--- src/design/ncas_pkg.sv ---
package ncas_pkg;

	// fixed field widths of the item and result beats
	localparam int SLOT_W    = 4;
	localparam int FIELD_W   = 16;
	localparam int CLUSTER_W = 4;
	localparam int DIST_W    = 34;
	localparam int SUM_W     = 48;
	localparam int CFG_W     = 5;

	// widest centroid index the store can ever need
	localparam int TAG_IDX_W = 8;

	localparam logic [SUM_W-1:0] SUM_MAX = {SUM_W{1'b1}};

	// item mode codes
	localparam logic MODE_LOAD  = 1'b0;
	localparam logic MODE_POINT = 1'b1;

	typedef struct packed {
		logic                      mode;
		logic [SLOT_W-1:0]         slot;
		logic signed [FIELD_W-1:0] coord_x;
		logic signed [FIELD_W-1:0] coord_y;
		logic                      first_point;
	} item_t;

	typedef struct packed {
		logic [CLUSTER_W-1:0] cluster;
		logic [DIST_W-1:0]    near_dist;
		logic [SUM_W-1:0]     err_total;
	} result_t;

	// travels with each centroid through the distance pipeline
	typedef struct packed {
		logic                 vld;
		logic                 last;
		logic [TAG_IDX_W-1:0] idx;
	} scan_tag_t;

	typedef enum logic [1:0] {
		ST_IDLE,
		ST_SCAN,
		ST_DRAIN,
		ST_DONE
	} state_t;

endpackage

--- src/design/ncas_store.sv ---
module ncas_store #(
	parameter int DEPTH  = 16,
	parameter int DATA_W = 32
) (
	input  logic                     clk,
	input  logic                     wr_en,
	input  logic [$clog2(DEPTH)-1:0] wr_addr,
	input  logic [DATA_W-1:0]        wr_data,
	input  logic                     rd_en,
	input  logic [$clog2(DEPTH)-1:0] rd_addr,
	output logic [DATA_W-1:0]        rd_data
);

	logic [DATA_W-1:0] mem [DEPTH];

	// centroid write port
	always_ff @(posedge clk) begin
		if (wr_en) begin
			mem[wr_addr] <= wr_data;
		end
	end

	// registered read port
	always_ff @(posedge clk) begin
		if (rd_en) begin
			rd_data <= mem[rd_addr];
		end
	end

endmodule

--- src/design/ncas_dist.sv ---
module ncas_dist #(
	parameter int COORD_BITS = 16
) (
	input  logic                           clk,
	input  logic                           arst_n,
	input  ncas_pkg::scan_tag_t            tag_in,
	input  logic signed [COORD_BITS-1:0]   px,
	input  logic signed [COORD_BITS-1:0]   py,
	input  logic signed [COORD_BITS-1:0]   cx,
	input  logic signed [COORD_BITS-1:0]   cy,
	output ncas_pkg::scan_tag_t            tag_out,
	output logic [2*COORD_BITS:0]          dist_sq
);

	localparam int CB = COORD_BITS;

	logic signed [CB:0]  dx_full;
	logic signed [CB:0]  dy_full;
	logic [CB-1:0]       dx_abs;
	logic [CB-1:0]       dy_abs;

	ncas_pkg::scan_tag_t tag_s1, tag_s2, tag_s3;
	logic [CB-1:0]       dx_s1, dy_s1;
	logic [2*CB-1:0]     dx2_s2, dy2_s2;
	logic [2*CB:0]       d_s3;

	// absolute coordinate differences
	always_comb begin
		dx_full = {px[CB-1], px} - {cx[CB-1], cx};
		dy_full = {py[CB-1], py} - {cy[CB-1], cy};
		dx_abs  = dx_full[CB] ? CB'(-dx_full) : dx_full[CB-1:0];
		dy_abs  = dy_full[CB] ? CB'(-dy_full) : dy_full[CB-1:0];
	end

	// tag pipeline
	always_ff @(posedge clk or negedge arst_n) begin
		if (!arst_n) begin
			tag_s1 <= '0;
			tag_s2 <= '0;
			tag_s3 <= '0;
		end else begin
			tag_s1 <= tag_in;
			tag_s2 <= tag_s1;
			tag_s3 <= tag_s2;
		end
	end

	// diff, square, sum stages
	always_ff @(posedge clk) begin
		dx_s1  <= dx_abs;
		dy_s1  <= dy_abs;
		dx2_s2 <= dx_s1 * dx_s1;
		dy2_s2 <= dy_s1 * dy_s1;
		d_s3   <= {1'b0, dx2_s2} + {1'b0, dy2_s2};
	end

	assign tag_out = tag_s3;
	assign dist_sq = d_s3;

endmodule

--- src/design/nearest_centroid_assign_sse_core.sv ---
// Nearest-centroid assignment with a running sum of squared errors. An item
// beat with mode load writes one (x, y) centroid into a slot of the store and
// returns no result. A point beat scans slots 0 to cluster_count-1 (0 counts
// as 1, values above MAX_CLUSTERS count as MAX_CLUSTERS) and returns the
// nearest slot (lowest on ties), its squared distance and the running error
// sum, which restarts at a point marked first and saturates at all ones. A
// point holds off further items while the centroid store, with separate write
// and read ports, is read one entry per cycle, then the read/difference/square/
// sum/compare pipeline drains. A finished result waits in its own register, so
// the next beat is taken while it is unclaimed; only a second finished result
// stalls. cfg_ready is always high; write the register only while no point is
// in flight. Slots never loaded must not fall inside the scanned range.
module nearest_centroid_assign_sse_core #(
	parameter int MAX_CLUSTERS = 16,
	parameter int COORD_BITS   = 16
) (
	input  logic                             clk,
	input  logic                             arst_n,
	input  logic                             item_valid,
	output logic                             item_stall,
	input  ncas_pkg::item_t                  item,
	output logic                             result_valid,
	input  logic                             result_stall,
	output ncas_pkg::result_t                result,
	input  logic                             cfg_valid,
	output logic                             cfg_ready,
	input  logic [ncas_pkg::CFG_W-1:0]       cfg_data
);

	localparam int CB     = COORD_BITS;
	localparam int IDX_W  = $clog2(MAX_CLUSTERS);
	localparam int CNT_W  = $clog2(MAX_CLUSTERS + 1);
	localparam int RAW_W  = (CB > ncas_pkg::FIELD_W) ? CB : ncas_pkg::FIELD_W;
	localparam int D_W    = 2 * CB + 1;
	localparam int SUM_W  = ncas_pkg::SUM_W;
	localparam int CMP_W  = (D_W > SUM_W) ? D_W : SUM_W;
	localparam int CLU_W  = ncas_pkg::CLUSTER_W;
	localparam int DST_W  = ncas_pkg::DIST_W;
	localparam int TIDX_W = ncas_pkg::TAG_IDX_W;

	ncas_pkg::state_t state_q, state_d;

	logic [ncas_pkg::CFG_W-1:0] cfg_q;
	logic [CNT_W-1:0]           n_sat;
	logic [CNT_W-1:0]           n_q;
	logic [CNT_W-1:0]           issue_cnt_q;
	logic signed [CB-1:0]       px_q, py_q;
	logic                       first_q;

	logic [RAW_W-1:0]           raw_x, raw_y;
	logic signed [CB-1:0]       in_x, in_y;
	logic                       item_acc;
	logic                       load_wr;
	logic                       point_acc;
	logic                       rd_en;
	logic                       issue_last;
	logic                       result_load;

	logic [2*CB-1:0]            rd_data;
	ncas_pkg::scan_tag_t        rd_tag, rd_tag_s1, d_tag;
	logic [D_W-1:0]             d_val;
	logic                       cmp_take;

	logic [D_W-1:0]             best_d_q;
	logic [IDX_W-1:0]           best_idx_q;

	logic [SUM_W-1:0]           error_sum_q;
	logic [SUM_W-1:0]           sum_base;
	logic [SUM_W-1:0]           sum_room;
	logic [SUM_W-1:0]           sum_next;

	logic                       result_valid_q;
	ncas_pkg::result_t          result_q;

	// config register, always writable
	assign cfg_ready = 1'b1;

	always_ff @(posedge clk or negedge arst_n) begin
		if (!arst_n) begin
			cfg_q <= ncas_pkg::CFG_W'(1);
		end else if (cfg_valid && cfg_ready) begin
			cfg_q <= cfg_data;
		end
	end

	// active centroid count, saturated to 1..MAX_CLUSTERS
	always_comb begin
		if (cfg_q == '0) begin
			n_sat = CNT_W'(1);
		end else if (32'(cfg_q) > MAX_CLUSTERS) begin
			n_sat = CNT_W'(MAX_CLUSTERS);
		end else begin
			n_sat = CNT_W'(cfg_q);
		end
	end

	// field bits read as COORD_BITS-wide two's complement
	always_comb begin
		raw_x = RAW_W'($unsigned(item.coord_x));
		raw_y = RAW_W'($unsigned(item.coord_y));
		in_x  = $signed(raw_x[CB-1:0]);
		in_y  = $signed(raw_y[CB-1:0]);
	end

	// next state
	always_comb begin
		state_d = state_q;
		case (state_q)
			ncas_pkg::ST_IDLE: begin
				if (point_acc) begin
					state_d = ncas_pkg::ST_SCAN;
				end
			end
			ncas_pkg::ST_SCAN: begin
				if (issue_last) begin
					state_d = ncas_pkg::ST_DRAIN;
				end
			end
			ncas_pkg::ST_DRAIN: begin
				if (d_tag.vld && d_tag.last) begin
					state_d = ncas_pkg::ST_DONE;
				end
			end
			ncas_pkg::ST_DONE: begin
				if (result_load) begin
					state_d = ncas_pkg::ST_IDLE;
				end
			end
			default: begin
				state_d = ncas_pkg::ST_IDLE;
			end
		endcase
	end

	// control outputs
	always_comb begin
		item_stall  = 1'b1;
		rd_en       = 1'b0;
		result_load = 1'b0;
		case (state_q)
			ncas_pkg::ST_IDLE: begin
				item_stall = 1'b0;
			end
			ncas_pkg::ST_SCAN: begin
				rd_en = 1'b1;
			end
			ncas_pkg::ST_DRAIN: begin
			end
			ncas_pkg::ST_DONE: begin
				result_load = !result_valid_q || !result_stall;
			end
			default: begin
			end
		endcase
	end

	assign item_acc   = item_valid && !item_stall;
	assign point_acc  = item_acc && (item.mode == ncas_pkg::MODE_POINT);
	assign load_wr    = item_acc && (item.mode == ncas_pkg::MODE_LOAD)
		&& (32'(item.slot) < MAX_CLUSTERS);
	assign issue_last = rd_en && (issue_cnt_q == n_q - CNT_W'(1));

	always_ff @(posedge clk or negedge arst_n) begin
		if (!arst_n) begin
			state_q <= ncas_pkg::ST_IDLE;
		end else begin
			state_q <= state_d;
		end
	end

	// point latch and read sequencer
	always_ff @(posedge clk or negedge arst_n) begin
		if (!arst_n) begin
			issue_cnt_q <= '0;
			n_q         <= CNT_W'(1);
			first_q     <= 1'b0;
		end else if (point_acc) begin
			issue_cnt_q <= '0;
			n_q         <= n_sat;
			first_q     <= item.first_point;
		end else if (rd_en) begin
			issue_cnt_q <= issue_cnt_q + CNT_W'(1);
		end
	end

	always_ff @(posedge clk) begin
		if (point_acc) begin
			px_q <= in_x;
			py_q <= in_y;
		end
	end

	// centroid store, interlocked: loads only while no scan runs
	ncas_store #(
		.DEPTH  (MAX_CLUSTERS),
		.DATA_W (2 * CB)
	) u_store (
		.clk     (clk),
		.wr_en   (load_wr),
		.wr_addr (IDX_W'(item.slot)),
		.wr_data ({in_x, in_y}),
		.rd_en   (rd_en),
		.rd_addr (issue_cnt_q[IDX_W-1:0]),
		.rd_data (rd_data)
	);

	// tag is registered alongside the store read so it lines up with the read data
	always_comb begin
		rd_tag.vld  = rd_en;
		rd_tag.last = issue_last;
		rd_tag.idx  = TIDX_W'(issue_cnt_q[IDX_W-1:0]);
	end

	always_ff @(posedge clk or negedge arst_n) begin
		if (!arst_n) begin
			rd_tag_s1 <= '0;
		end else begin
			rd_tag_s1 <= rd_tag;
		end
	end

	ncas_dist #(
		.COORD_BITS (CB)
	) u_dist (
		.clk     (clk),
		.arst_n  (arst_n),
		.tag_in  (rd_tag_s1),
		.px      (px_q),
		.py      (py_q),
		.cx      ($signed(rd_data[2*CB-1:CB])),
		.cy      ($signed(rd_data[CB-1:0])),
		.tag_out (d_tag),
		.dist_sq (d_val)
	);

	// running minimum, strict less keeps the lower slot on ties
	assign cmp_take = d_tag.vld && ((d_tag.idx == '0) || (d_val < best_d_q));

	always_ff @(posedge clk) begin
		if (cmp_take) begin
			best_d_q   <= d_val;
			best_idx_q <= d_tag.idx[IDX_W-1:0];
		end
	end

	// saturating error sum update
	always_comb begin
		sum_base = first_q ? '0 : error_sum_q;
		sum_room = ncas_pkg::SUM_MAX - sum_base;
		if (CMP_W'(best_d_q) >= CMP_W'(sum_room)) begin
			sum_next = ncas_pkg::SUM_MAX;
		end else begin
			sum_next = sum_base + SUM_W'(best_d_q);
		end
	end

	always_ff @(posedge clk or negedge arst_n) begin
		if (!arst_n) begin
			error_sum_q <= '0;
		end else if (result_load) begin
			error_sum_q <= sum_next;
		end
	end

	// result register
	always_ff @(posedge clk or negedge arst_n) begin
		if (!arst_n) begin
			result_valid_q <= 1'b0;
		end else if (result_load) begin
			result_valid_q <= 1'b1;
		end else if (!result_stall) begin
			result_valid_q <= 1'b0;
		end
	end

	always_ff @(posedge clk) begin
		if (result_load) begin
			result_q.cluster   <= CLU_W'(best_idx_q);
			result_q.near_dist <= DST_W'(best_d_q);
			result_q.err_total <= sum_next;
		end
	end

	assign result_valid = result_valid_q;
	assign result       = result_q;

`ifndef SYNTHESIS
	// reads never run past the active centroid count
	a_issue_range: assert property (@(posedge clk) disable iff (!arst_n)
		(state_q == ncas_pkg::ST_SCAN) |-> (issue_cnt_q < n_q))
		else $error("centroid read beyond active count");

	// last distance reaches the compare only after all reads are issued
	a_last_in_drain: assert property (@(posedge clk) disable iff (!arst_n)
		(d_tag.vld && d_tag.last) |-> (state_q == ncas_pkg::ST_DRAIN))
		else $error("final distance outside drain");

	// a new result beat appears only after a finished scan
	a_result_src: assert property (@(posedge clk) disable iff (!arst_n)
		$rose(result_valid) |-> $past(state_q == ncas_pkg::ST_DONE))
		else $error("result without finished scan");

	// the error sum never shrinks unless a first point restarts it
	a_sum_grows: assert property (@(posedge clk) disable iff (!arst_n)
		(result_load && !first_q) |-> (sum_next >= error_sum_q))
		else $error("error sum decreased");
`endif

endmodule
--- config.mk ---
export PLATFORM = sky130hd
export DESIGN_NAME = nearest_centroid_assign_sse_core
export DESIGN_NICKNAME = d
export VERILOG_FILES = /design/src/design/ncas_pkg.sv /design/src/design/ncas_store.sv /design/src/design/ncas_dist.sv /design/src/design/nearest_centroid_assign_sse_core.sv
export SDC_FILE = /design/constraint.sdc
export NUM_CORES = 2
export LEC_CHECK = 0
export ABC_CLOCK_PERIOD_IN_PS = 10400
export BUFFER_PORTS_ARGS = -buffer_cell sky130_fd_sc_hd__buf_2
export CORE_ASPECT_RATIO = 1.1
export CORE_MARGIN = 1.5
export CORE_UTILIZATION = 45
export DETAILED_ROUTE_END_ITERATION = 6
export PLACE_DENSITY = 0.63
export RECOVER_POWER = 100
export SLEW_MARGIN = 5
export SYNTH_ARGS = -nofsm -noshare
export SYNTH_HDL_FRONTEND = slang
export SYNTH_SLANG_ARGS = --single-unit
--- constraint.sdc ---
create_clock -name clk -period 10.4 [get_ports clk]
set_input_delay 1.04 -clock clk [delete_from_list [all_inputs] [get_ports clk]]
set_output_delay 1.04 -clock clk [all_outputs]
set_load 0.01 [all_outputs]
Word level (Yosys, flattened, before mapping)
Memory sizes are Yosys's and may differ from the RTL's. A register that Yosys moved wholly into a read port is not among the register bits.
Index checks and enable logic that the tools add are counted.
{ "classes": {"n_addsub": 9, "n_mul": 2, "div": 0, "magnitude_cmp": 3, "eq_ne": 9, "shifts": 0, "muxes": 20, "bitwise_logic": 1, "n_reduce_logical": 15} }
{ "ops": {"columns": ["cell", "n"], "rows": [
  ["48-bit two-way mux", 2],
  ["16-bit by 16-bit multiplier with 32-bit output", 2],
  ["48-bit by 33-bit adder with 48-bit output", 1],
  ["33-bit by 48-bit greater-or-equal comparator with 1-bit output", 1],
  ["48-bit subtractor (first input constant)", 1],
  ["16-bit by 16-bit subtractor with 17-bit output", 2],
  ["32-bit by 32-bit adder with 33-bit output", 1],
  ["33-bit < comparator", 1],
  ["16-bit two-way mux", 2],
  ["16-bit negation", 2],
  ["5-bit two-way mux", 4],
  ["8-bit zero test", 1],
  ["2-bit two-way mux", 4],
  ["2-bit != test (second input constant)", 4],
  ["2-bit one-hot mux with 4 select lines", 1],
  ["1-bit two-way mux", 7],
  ["1-bit logical AND", 6],
  ["5-bit by 1-bit adder with 5-bit output (second input constant)", 1],
  ["5-bit equality test", 1],
  ["5-bit > comparator (second input constant)", 1],
  ["5-bit zero test", 1],
  ["5-bit by 1-bit subtractor with 5-bit output (second input constant)", 1],
  ["2-bit equality test (second input constant)", 2],
  ["4-bit AND reduction", 1],
  ["7 further kinds", 9]
]} }
{ "totals": {"register_bits": 374, "latch_bits": 0, "ram_bits": 512, "mem_bits_ro": 0, "elab_cells": 91, "n_memories": 1} }
{ "memory_table": {"columns": ["memory", "words", "width", "read_ports", "rd_ports_with_merged_regs", "write_ports", "line", "text"], "rows": [
  ["u_store.mem", 16, 32, 1, 1, 1, "ncas_store.sv:14", "logic [DATA_W-1:0] mem [DEPTH];"]
]} }

Logic depth before layout (Yosys ltp)
{ "depth": {"ltp_word": 5, "ltp_mapped": 27, "ltp_nobuf": 25} }

Modules after synthesis
Synthesis repeated with hierarchy kept, for this count alone.
{ "hier_totals": {"cells_unflattened": 4160, "hier_area_um2": 52903.2} }
{ "modules_own_cells": {"columns": ["module", "instances", "cells_per_inst", "area_each_um2", "seq_area_each_um2"], "rows": [
  ["ncas_dist", 1, 2288, 21114.0, 3293.2],
  ["ncas_store", 1, 838, 20174.3, 16335.7],
  ["nearest_centroid_assign_sse_core", 1, 1034, 11614.9, 6453.7]
]} }

Worst setup path after synthesis
Ideal clock, no wire load.
{ "synth_timing": {"path_kind": "register to register", "start": "reg u_dist.dy_s1[1]", "end": "reg u_dist.dy2_s2[30]", "setup_time_ns": 0.072, "t_arrival_ns": 6.346, "required_time_ns": 10.328, "slack_ns": 3.983, "path_stages_with_launch": 27, "path_buffers": 2, "path_cell_list": "dfxtp_1 > clkbuf_1 > clkbuf_1 > and2_1 > fa_1 > inv_1 > fa_1 > inv_1 > fa_1 > inv_1 > fa_1 > inv_1 > fa_1 > inv_1 > fa_1 > inv_1 > ha_1 > nand4_1 > nor4_1 > nor2_1 > a21o_1 > a311oi_1 > a41oi_1 > o21ai_0 > o21ai_0 > o21ai_0 > xor2_1"} }
{ "synth_between": {"elab_chain_len": 1} }
{ "synth_lines": {"columns": ["item", "line", "text"], "rows": [
  ["start: declaration", "ncas_dist.sv:23", "logic [CB-1:0] dx_s1, dy_s1;"],
  ["start signal: assignment", "ncas_dist.sv:51", "dy_s1 <= dy_abs;"],
  ["16-bit by 16-bit multiplier with 32-bit output", "ncas_dist.sv:53", "dy2_s2 <= dy_s1 * dy_s1;"],
  ["end signal: assignment", "ncas_dist.sv:53", null],
  ["end: declaration", "ncas_dist.sv:24", "logic [2*CB-1:0] dx2_s2, dy2_s2;"]
]} }
No other way between the ends.
A chain may end at the register's enable or synchronous reset.

Final worst setup path
{ "layout_timing": {"start": "reg first_q", "end": "reg result_q (netlist bit result[37]) (data pin)"} }
{ "layout_between": {"elab_chain_len": 4, "elab_cells_between_ends": 5, "classes_between": "2 x add/sub; 1 x order compare; 2 x mux"} }
{ "layout_lines": {"columns": ["item", "line", "text"], "rows": [
  ["start: declaration", "nearest_centroid_assign_sse_core.sv:48", "logic first_q;"],
  ["start signal: assignment", "nearest_centroid_assign_sse_core.sv:180", "first_q <= item.first_point;"],
  ["48-bit two-way mux (*)", "nearest_centroid_assign_sse_core.sv:248", "sum_base = first_q ? '0 : error_sum_q;"],
  ["48-bit subtractor", "nearest_centroid_assign_sse_core.sv:249", "sum_room = ncas_pkg::SUM_MAX - sum_base;"],
  ["33-bit by 48-bit greater-or-equal comparator with 1-bit output", "nearest_centroid_assign_sse_core.sv:250", "if (CMP_W'(best_d_q) >= CMP_W'(sum_room)) begin"],
  ["48-bit two-way mux (*)", "nearest_centroid_assign_sse_core.sv:250", null],
  ["via sum_next[37]", "nearest_centroid_assign_sse_core.sv:70", "logic [SUM_W-1:0] sum_next;"],
  ["end: declaration", "nearest_centroid_assign_sse_core.sv:73", "ncas_pkg::result_t result_q;"]
]} }
The timed path passes the listed nets; every way through them passes the cells marked *.

==> metrics.md <==
| Metric | Value |
|---|---|
| Gr ovfl total | `0` |
| Final WS setup | `2.53 ns` |
| Number of global-route vias before repair | `31800` |
| CP max stage delay | `2.13 ns` |
| Clock sinks | `916` |
| DR iter-0 viols | `2151` |
| Post-synthesis simple-gate area fraction | `7.57%` |
| Setup bufs post-CTS | `0` |
| Seq. cell area | `0.0258 mm^2` |
| Unrepaired setup endpoints after global routing | `false` |
| Bufs on Longest Clock Path | `3` |
| Reg2reg path depth | `11` |
| Routed length per placed instance | `19.7 um` |
| Slack of the worst reg-to-reg path | `2.53 ns` |
| Hold WC Path Type | `reg -> reg` |
| Violated checks | `capacitance limit, slew limit` |
| Starting Density | `45.5%` |
| Post-synth cell types | `82` |
| Area growth, synth to finish | `9.74%` |
| Vert. Die Dim | `360 um` |
| Fmax | `0.127 GHz` |
| MaxCap Viol Count | `39` |
| Crit-path max FO | `66` |
| Diodes inserted | `0` |
| Hold Startpoint | `u_dist.tag_s2[8]` |
| Slew margin rel. | `-172%` |
| Core Region | `0.115 mm^2` |
| Largest family of logic cells by synthesized area | `adder cells` |
| Clock buffer count from CTS | `92` |
| Area contributors post-synth | `edfxtp_1, fa_1, ha_1` |
| Reg-to-Reg End | `result[37]` |
| Count of flip-flops with a built-in enable after synthesis | `698` |
| Setup TNS Final | `0 ns` |
| Final nets | `4872` |
| Row count | `130` |
| Multi-input logic area | `0.0236 mm^2` |
| Clock transition at path regs | `0.06 ns` |
| Worst path depth | `11` |
| CTS Root Cell | `clkbuf_16` |
| Crit-path cells | `clkbuf_1 > nor2b_1 > ha_1 > a211o_1 > o32a_1 > a22oi_1 > o221ai_1 > a211oi_1 > or4b_2 > clkbuf_1 > o311ai_0` |
| Drt via density | `5.29` |
| Slew @ Worst Pin | `4.09 ns` |
| Critical Path Sink Type | `flop` |
| Register area share after synthesis | `49.4%` |
| Slowest CP cell | `clkbuf_1` |
| Critical Path Start Type | `flop` |
| Skew final | `0.0360 ns` |
| Initial antenna violation count | `5` |
| Final core utilization | `49.9%` |
| Cell Area, Synth | `0.0522 mm^2` |
| Post-cts repair resize count | `0` |
| Fin crit share | `75.7%` |
| First-pass GRT wire length | `180 mm` |
| Fin. max-slew vios | `1203` |
| Detailed Route WL | `113 mm` |
| Hold Path Stages | `0` |
| Hpwl dp | `79.1 mm` |
| Drt drc | `0` |
| Most common cell on crit path | `clkbuf_1` |
| Hold EP | `u_dist.tag_out[8]` |
| Crit. Startpoint | `first_q` |
| Tmin final | `7.87 ns` |
| Fillcell total | `10100` |
| Post-synth ARST share | `9.93%` |
| Final ANT Viol Nets | `0` |
| DP Worst Slack | `3.39 ns` |
| Post-synthesis mux area share | `7.44%` |
| Clock Latency Late Sink | `0.67 ns` |
| TritonCTS clock tree | `done` |
| Port buffer count | `134` |
| Syn. warnings | `0` |
| I/O pins | `137` |
| CP delay by family, top | `buffers and inverters` |
| Die Width | `328 um` |
| Adder-Cell Fraction of Synth Area | `20.7%` |
| Flops & latches, synth | `916` |
| WP data required | `10.63 ns` |
| Syn_nets | `4737` |
| Syn Inst Count | `4022` |
| DR vias | `30400` |
| Full die area | `0.118 mm^2` |
| H-tree depth | `3` |
| Fraction of layout cells with a size suffix above 1 | `8.46%` |
| Complex-gate fraction of the synthesized area | `6.28%` |
| Area leader, netlist | `edfxtp_1` |
| Maximum number of pins on one net before global-route repair | `88` |
| Worst Path Buf+Inv | `2` |
| Synth Flop Type | `edfxtp_1` |
| Final setup viols | `0` |
| Top-area cell type share of the netlist area | `40.2%` |
| Drt pass-1 iters | `7` |
| GP Congestion | `0.878` |
| Hold Fails Final Rpt | `0` |
| XOR/XNOR Fraction of Synth Area | `3.21%` |
| Synth Area per Inst | `13.0 um^2` |
| Worst reg2reg path startpoint | `first_q` |
| GRT Total Usage | `19.6%` |
| Status | `finished with violations` |
| Kind of critical path | `reg -> reg` |
| Worst Path Arrival | `8.10 ns` |
| Post-CTS Hold Buffers | `0` |
[cell type report]
class,instances,share of cell area (%)
clock inverter,54,0.979
tap,1518,3.32
clock buffer,115,4.26
multi-input combinational,2361,41.2
inverter,621,4.07
timing repair buffer,165,1.13
sequential,916,45.0
[state kept, by name (all words and copies together), names as in the netlist, 31 cells and up]
register	flops
result	85
best_d_q	33
u_store.mem	512
u_dist.dx2_s2	31
u_dist.dist_sq	33
u_store.rd_data	32
error_sum_q	48
u_dist.dy2_s2	31
[metal layers]
metal  vias to the layer above  GRT usage, %  part of all wire (%)  wire (um)
met4                        10          5.09                   2.3       2560
met2                       755          34.1                    50      57100
met5                         -             0                 0.062         70
met3                       162          2.75                   4.9       5520
met1                     15300          25.6                    42      48100
li1                      14200             -                     -          -
[stage by stage]
| step | std cells | instance area [um^2] | hold slack, ns |
|---|---|---|---|
| global route | 5750 | 57300 | 0.358 |
| finish | 5750 | 57300 | 0.345 |
| CTS | 5750 | 57700 | 0.348 |
| global placement | 5581 | 54700 | 0.332 |
| detailed placement | 5581 | 54700 | 0.335 |
| floorplan | 4022 | 52200 | 0.331 |
[cell usage after synthesis (all sizes together), types with 4 or more instances]
master / instances
a211o: 6
a211oi: 13
a21o: 89
a21oi: 133
a311oi: 7
a31o: 8
a31oi: 38
and2: 86
and3: 20
buf: 22
clkbuf: 102
dfrtp: 89
dfxtp: 127
edfxtp: 698
fa: 328
ha: 339
inv: 620
mux2: 14
mux2i: 12
mux4: 160
nand2: 270
nand2b: 29
nand3: 40
nand3b: 10
nand4: 24
nor2: 179
nor2b: 66
nor3: 38
nor4: 8
o211ai: 13
o21a: 28
o21ai: 88
o21bai: 14
o221ai: 5
o311ai: 5
o31ai: 11
o41ai: 4
or2: 10
or3: 14
or4: 8
xnor2: 136
xor2: 55
[cell families after synthesis]
logic type | Yosys count
simple gates | 815
other cells | 2
buf+inv | 745
fa+ha+maj | 667
flops | 916
compound gates | 500
xor+xnor | 191
mux | 186
[how the worst max path moves through the flow]
stage / slack (ns) / endpoint
3_3_place_gp: 3.58 / u_dist.dx2_s2[31]
5_1_grt: 1.79 / result[37]
4_1_cts: 3.40 / u_dist.dx2_s2[31]
6_report: 2.53 / result[37]
3_5_place_dp: 3.39 / u_dist.dx2_s2[31]
2_1_floorplan: 3.98 / u_dist.dy2_s2[30]
[cells in the final DEF, fill, tap and decap left out, types with 14 or more instances in the layout]
master,synthesis,layout
o21ai_0,87,86
and2_1,85,81
inv_1,620,620
nor2_1,179,175
nand2b_1,29,29
and3_1,20,20
dfrtp_1,89,86
o21a_1,28,28
nor3_1,37,37
nor2b_1,66,66
xor2_1,55,55
nand3_1,40,40
mux2_2,14,14
clkinv_2,0,22
clkbuf_16,0,94
dfxtp_1,127,127
a21o_1,89,89
a21oi_1,133,133
ha_1,339,339
a31oi_1,38,38
nand4_1,24,24
xnor2_1,136,136
or3_1,14,14
clkbuf_1,102,169
edfxtp_1,698,698
nand2_1,270,270
mux4_2,160,160
fa_1,328,328
o21bai_1,14,14
Power is not shown: default switching activity piles up to over one toggle a cycle in this logic, so the estimate is an artifact.
